`config.mk`:
```
export PLATFORM = sky130hd
export DESIGN_NAME = brcf_ram
export DESIGN_NICKNAME = d
export VERILOG_FILES = /design/src/sv/block_read_cache_fifo_unit_defines.svh /design/src/sv/brcf_ram.sv
export SDC_FILE = /design/constraint.sdc
export NUM_CORES = 1
export LEC_CHECK = 0
export BUFFER_PORTS_ARGS = -buffer_cell sky130_fd_sc_hd__buf_2
export CAP_MARGIN = 20
export CORE_UTILIZATION = 60
export DETAILED_ROUTE_END_ITERATION = 16
export HOLD_SLACK_MARGIN = 0.03
export PLACE_DENSITY_LB_ADDON = 0.2
export SETUP_SLACK_MARGIN = 0.02
export SLEW_MARGIN = 20
export SYNTH_ARGS = -nofsm -noshare
export SYNTH_HDL_FRONTEND = slang
export SYNTH_SLANG_ARGS = --single-unit
```
`constraint.sdc`:
```
create_clock -name clk_i -period 2.3 [get_ports clk_i]
set_input_delay 0.23 -clock clk_i [delete_from_list [all_inputs] [get_ports clk_i]]
set_output_delay 0.23 -clock clk_i [all_outputs]
set_load 0.01 [all_outputs]
```
`src/sv/block_read_cache_fifo_unit_defines.svh`:
```
// ----------------------------------------------------------------------------
// Assertion macros for the block read cache
// Concurrent assertion wrappers; define NO_ASSERTIONS to compile them out.
// ----------------------------------------------------------------------------
`ifndef BLOCK_READ_CACHE_FIFO_UNIT_DEFINES_SVH
`define BLOCK_READ_CACHE_FIFO_UNIT_DEFINES_SVH

`ifndef NO_ASSERTIONS
`define BRCF_ASSERT(label, prop, msg) \
  label: assert property (@(posedge clk_i) disable iff (!rst_ni) prop) else $error(msg);
`define BRCF_ASSERT_NORST(label, prop, msg) \
  label: assert property (@(posedge clk_i) prop) else $error(msg);
`else
`define BRCF_ASSERT(label, prop, msg)
`define BRCF_ASSERT_NORST(label, prop, msg)
`endif

`endif

```
`src/sv/brcf_ram.sv`:
```
// ----------------------------------------------------------------------------
// Generic RAM
// One write port, one read port, registered read data.
// ----------------------------------------------------------------------------
module brcf_ram #(
  parameter int unsigned WIDTH = 8,
  parameter int unsigned DEPTH = 16,
  localparam int unsigned AW = (DEPTH > 1) ? $clog2(DEPTH) : 1
) (
  input  logic             clk_i,
  input  logic             we_i,
  input  logic [AW-1:0]    waddr_i,
  input  logic [WIDTH-1:0] wdata_i,
  input  logic [AW-1:0]    raddr_i,
  output logic [WIDTH-1:0] rdata_o
);

  logic [WIDTH-1:0] mem_q [DEPTH];
  logic [WIDTH-1:0] rdata_q;

  always_ff @(posedge clk_i) begin
    if (we_i) begin
      mem_q[waddr_i] <= wdata_i;
    end
    rdata_q <= mem_q[raddr_i];
  end

  assign rdata_o = rdata_q;

endmodule
```
# == Yosys cells after proc, flatten, opt, wreduce, memory -nomap -nowiden ==
# Memories as Yosys holds them, arrays and structs flattened. A register that Yosys moved wholly into a read port is not among the register bits.
# Cells that the tools add are included.
# word_totals
reg_bits,0
mem_bits_rw,128
in_bits,18
elab_cells,3
memories,1
# op_classes
n_mux,2
# memory_table
memory,depth,width,rd,rd_ports_with_merged_regs,write_ports,line_no,rtl
mem_q,16,8,1,1,1,brcf_ram.sv:18,logic [WIDTH-1:0] mem_q [DEPTH];
# op_table
op,count
1-bit 2-to-1 mux,2

# == Longest topological paths before layout ==
# Gate-level depths: netlist (run 1).
# logic_depth
ltp_word,2
mapped_depth,5
mapped_depth_nobuf,3

# == Least setup slack after synthesis (run 1) ==
# Ideal clock, no wire load.
# synth_timing
kind,in2reg
startpoint,input port waddr_i[2]
endpoint,memory mem_q[0][0] (enable)
setup_ns,0.383
arrival_time_ns,1.340
path_slack_ns,0.577
path_stages,2
n_path_buf,0
path_cell_list,or3b_2 > nor3_1
# synth_rtl
item,line_no,rtl
"start, declared",brcf_ram.sv:12,"input logic [AW-1:0] waddr_i,"
"end, declared",brcf_ram.sv:18,
# No word-level cell before the write port.

==> results of run 1 <==
[state kept, by name, summed over array words and instances, names as in the netlist]
register  count
rdata_o       8
mem_q       128
[through the flow]
stage / total power (uW) / std cells
after detailed placement: 3101 / 370
after global placement: 3093 / 370
after CTS: 6122 / 402
final: 6090 / 402
after floorplan: 2983 / 229
after global routing: 6243 / 402
[cells in the mapped netlist]
| master | number |
|---|---|
| nor3_1 | 4 |
| buf_2 | 3 |
| clkdlybuf4s25_2 | 3 |
| mux4_2 | 18 |
| buf_4 | 1 |
| nand3b_1 | 2 |
| nor2b_1 | 1 |
| edfxtp_1 | 128 |
| and2b_1 | 1 |
| or3b_2 | 1 |
| a22oi_1 | 16 |
| and2_1 | 1 |
| buf_6 | 3 |
| nand2_1 | 9 |
| nand2b_1 | 2 |
| mux4_1 | 14 |
| nand3_1 | 1 |
| dfxtp_1 | 8 |
| nor2_1 | 13 |
[critical path, delay by kind of cell, from the launching register on]
kind | cells | cell delay [ns]
compound gates | 1 | 0.21
simple gates | 1 | 0.08
mux | 1 | 0.55
flops | 1 | 0.41
[metal layers]
layer | part of all wire [%] | vias up | GRT usage [%]
met5 | 0 | - | 0
met1 | 41 | 1293 | 35.68
met4 | 1.5 | 0 | 9.848
li1 | - | 1084 | -
met2 | 50 | 126 | 40.77
met3 | 6.8 | 16 | 6.844
[cells by family (layout without fill, tap and decap cells)]
family          count (synthesis)  in the layout
mux                            32             32
compound gates                 16             16
flops                         136            136
buf+inv                        10             78
simple gates                   35             35
[final timing paths]
check | slack (ns) | depth (start not counted) | to | startpoint
worst max-delay path | 0.93 | 3 | rdata_o[5] | mem_q[1][5]
worst min-delay path | 0.09 | 1 | mem_q[7][5] | wdata_i[5]
worst max register to register | 0.93 | 3 | rdata_o[5] | mem_q[1][5]
worst min register to register | 0.68 | 3 | rdata_o[7] | mem_q[6][7]
[where the power goes]
group          leakage, uW  total, uW  internal, uW  switching, uW
sequential         0.00122       2790          2770           19.3
combinational     0.000586        261           110            151
clock             0.000326       3040          2020           1020
total              0.00214       6090          4900           1190
[cell type report]
type                       instances  area, um2  area share [%]
sequential                       136       4004           64.99
multi-input combinational         83       1057           17.16
clock buffer                      18      427.9           6.946
timing repair buffer              46      295.3           4.793
clock inverter                    14      245.2           3.980
tap                              105      131.4           2.132
==> results.cfg, run 1 <==
[detailed_routing]
drc = 0
drt_iter0_markers = 207
first_pass_iters = 7
postRouteAntennaNets = 0
wl_per_cell_um = 25.97
dr_total_vias = 2519
avgViaCountPerCell = 6.266
drt-total-wl_um = 10440

[global_routing]
track_usage_pct = 26.04
overflow = 0
grt_pass1_wl_um = 15240
grt_pass1_vias = 2500
antenna_found_initial = 0
grt_max_degree = 33

[critical_path]
path_max_fanout = 1
worst_setup_path_start_kind = flip-flop
crit_slowest_cell = mux4_1
crit_type = reg -> reg
path_cells = mux4_1, a22oi_1, nand2_1
arrival_ns = 1.77
required_ns = 2.70
max_stage_delay_ns = 0.55
endpoint_kind = flip-flop

[job]
cap_violations = 0

[power_and_ir_drop]
p_per_area_mw_per_mm2 = 988.5
power.leakage_uw = 0.002136
vdd_drop_max_v = 0.0006682

[floorplanning]
pin_count = 26
fp-row-count = 33
dieHeight_um = 94.63
die_w_um = 94.63
start_util_pct = 62.33
design.die.area_mm2 = 0.008954
core-area_mm2 = 0.008258

[finish]
final_common_cell = edfxtp_1
syn_to_final_growth_pct = 19.69
final_area_mm2 = 0.006161
post-route-util_pct = 74.61
final_nets = 302
layout_common_cells = 128 x edfxtp_1, 25 x buf_2, 20 x buf_4
antenna_cells = 0
fillers = 456
layout-drive-gt1-share_pct = 32.66

[yosys]
ys_ff_latch = 136
synth.area.top_cells = edfxtp_1 75%, mux4_2 7.9%, mux4_1 7.1%
synth.avg_cell_area_um2 = 22.48
synth_top_family_by_area = multiplexers
synth-adder-area-share_pct = 0
syn_inst = 229
syn_area_mm2 = 0.005147
ys_warn_count = 0
synth_top_cell_by_area = edfxtp_1
synth-xor-area-share_pct = 0
synth_cell_types = 19
yosysSeqAreaShare_pct = 77.78
synth_mux_area_share_pct = 15.02
synth_compound_area_share_pct = 2.333
synth-simple-area-share_pct = 3.184
synth.net_count = 247
synth_top_area_share_pct = 74.67

[placement]
port_buffers = 25
hpwl_um = 6214
placed_cell_area_mm2 = 0.005488
place_ws_ns = 0.5585
gp_congestion = 0.8111

[cts]
cts_tree = yes
cts_num_sinks = 136
post_cts_buffers = 0
clock_latency_ns = 0.52
clk_pin_slew_worst_paths_ns = 0.06
ctsHoldBuffers = 0
cts_buffers = 17
root_buffer = clkbuf_8
clk_path_buf_depth = 2
htreeDepth = 4
cts-resized-gates = 0

[sta]
fin_setup_tns_ns = 0
clock_skew_ns = 0.009363
hold_viol = 0
period_minus_slack_ns = 1.374
rsz0062_at_grt = false
whs_ns = 0.08908
finalCritPeriodShare_pct = 59.72
setup_viol_count_final = 0
worst_slew_margin_rel_pct = 47.62
drv_slew = 0
fmax_mhz = 728.0
layout_setup_ws_ns = 0.9264
tightest_slew_ns = 0.7828

[min_path]
hold_path_class = in -> reg

[outcome]
status = complete, no violations
Power figures use the tool's default switching activity.
==> run 2, diff against run 1 <==
==> constraint.sdc (replaced) <==
create_clock -name clk_i -period 1.4 [get_ports clk_i]
set_input_delay 0.14 -clock clk_i [delete_from_list [all_inputs] [get_ports clk_i]]
set_output_delay 0.14 -clock clk_i [all_outputs]
set_load 0.01 [all_outputs]
==> results.cfg, run 2 (synthesized netlist as in run 1, its figures left out) <==
[power_and_ir_drop]
p_per_area_mw_per_mm2 = 1550
power.leakage_uw = 0.002176
switching_share_pct = 19.25
vdd_drop_max_v = 0.001042
clkPwrFrac_pct = 48.1
power_frac_comb_pct = 4.8
intPower_uw = 7853
power.switching_uw = 1872
seq_power_share_pct = 47.1

[critical_path]
endpoint_kind = flip-flop
arrival_ns = 1.75
path_cells = mux4_2, a22oi_2, nand2_1
max_stage_delay_ns = 0.50
worst_setup_path_start_kind = flip-flop
crit_type = reg -> reg
required_ns = 1.79
crit_slowest_cell = mux4_2
path_max_fanout = 1

[global_routing]
grt_max_degree = 19
antenna_found_initial = 1
track_usage_pct = 24.64
grt_pass1_wl_um = 14710
overflow = 0
grt_pass1_vias = 2564

[finish]
layout-drive-gt1-share_pct = 33.98
final_nets = 314
fillers = 449
post-route-util_pct = 75.98
layout_common_cells = 128 x edfxtp_1, 25 x buf_2, 23 x buf_4
seqCellArea_mm2 = 0.004004
largest_reg_flops = 128
top_register = mem_q
syn_to_final_growth_pct = 21.90
multi_input_area_mm2 = 0.001082
final_common_cell = edfxtp_1
final_area_mm2 = 0.006275
antenna_cells = 0

[sta]
clock_skew_ns = 0.009419
hold_viol = 0
tightest_slew_ns = 0.7888
finalCritPeriodShare_pct = 96.84
fmax_mhz = 737.6
worst_slew_margin_rel_pct = 47.31
setup_viol_count_final = 0
drv_slew = 0
period_minus_slack_ns = 1.356
rsz0062_at_grt = false

[detailed_routing]
avgViaCountPerCell = 6.150
dr_total_vias = 2546
first_pass_iters = 5
postRouteAntennaNets = 0
wl_per_cell_um = 23.99
drt_iter0_markers = 268
drc = 0
drt-total-wl_um = 9933

[cts]
root_buffer = clkbuf_8
cts_tree = yes
post_cts_buffers = 0
clk_pin_slew_worst_paths_ns = 0.06
clock_latency_ns = 0.51
cts_num_sinks = 136
htreeDepth = 4
clk_path_buf_depth = 2
cts_buffers = 17

[floorplanning]
start_util_pct = 62.33
core-area_mm2 = 0.008258
die_w_um = 94.63
pin_count = 26
dieHeight_um = 94.63
design.die.area_mm2 = 0.008954
fp-row-count = 33

[outcome]
status = complete, no violations

[job]
cap_violations = 0

[placement]
port_buffers = 25
placed_cell_area_mm2 = 0.005535
hpwl_um = 5785
gp_congestion = 0.6767

[min_path]
hold_path_class = in -> reg
run 2: what timing repair did:
item,4_1_cts,5_1_grt
pin swaps,0,1
gates resized for setup,3,1
hold buffers,8,0
endpoints found under the hold margin,128,0
endpoints found under the setup margin,3,2
run 2: through the flow:
| step | hold slack [ns] | setup slack (ns) | std cells | power (uW) | TNS [ns] |
|---|---|---|---|---|---|
| floorplan | 0.2389 | -0.006146 | 229 | 4900 | -0.1473 |
| global placement | 0.5290 | -0.2324 | 374 | 5087 | -1.202 |
| detailed placement | 0.5325 | -0.2399 | 374 | 5103 | -1.317 |
| CTS | 0.1724 | 0.03836 | 414 | 9787 | 0 |
| global route | 0.1900 | 0.02950 | 414 | 9989 | 0 |
| finish | 0.1969 | 0.04425 | 414 | 9725 | 0 |
run 2: final timing paths:
kind / startpoint / end / slack (ns) / cells after the start
worst max-delay path: mem_q[3][6] / rdata_o[6] / 0.04 / 3
worst min-delay path: waddr_i[0] / mem_q[0][2] / 0.20 / 3
worst max register to register: mem_q[3][6] / rdata_o[6] / 0.04 / 3
worst min register to register: mem_q[12][2] / rdata_o[2] / 0.67 / 3
run 2: final cells by class:
| type | count | area share [%] |
|---|---|---|
| Sequential cell | 136 | 63.81 |
| Multi-Input combinational cell | 83 | 17.25 |
| Clock buffer | 22 | 7.537 |
| Timing Repair Buffer | 58 | 6.660 |
| Clock inverter | 10 | 2.652 |
| Tap cell | 105 | 2.094 |
run 2: critical path: cells and delay by family, from the launching register on:
| kind | cells | cell delay, ns |
|---|---|---|
| and+or+nand+nor | 1 | 0.09 |
| DFF | 1 | 0.40 |
| muxes | 1 | 0.50 |
| AOI/OAI and AO/OA | 1 | 0.24 |
run 2: metal layers:
layer | GRT usage (%) | wire [um] | vias to the layer above | share of wire, %
met5 | 0 | 0 | - | 0
met2 | 39.15 | 5143 | 110 | 52
met4 | 10.35 | 159 | 0 | 1.6
li1 | - | - | 1110 | -
met3 | 7.085 | 655 | 17 | 6.6
met1 | 32.24 | 3974 | 1309 | 40
run 2: power groups by stage:
| stage | combinational [uW] | clock [uW] | sequential (uW) |
|---|---|---|---|
| floorplan | 231 | 0 | 4670 |
| global placement | 428 | 0 | 4660 |
| detailed placement | 439 | 0 | 4660 |
| CTS | 465 | 4740 | 4590 |
| global route | 497 | 4900 | 4590 |
| finish | 462 | 4680 | 4580 |
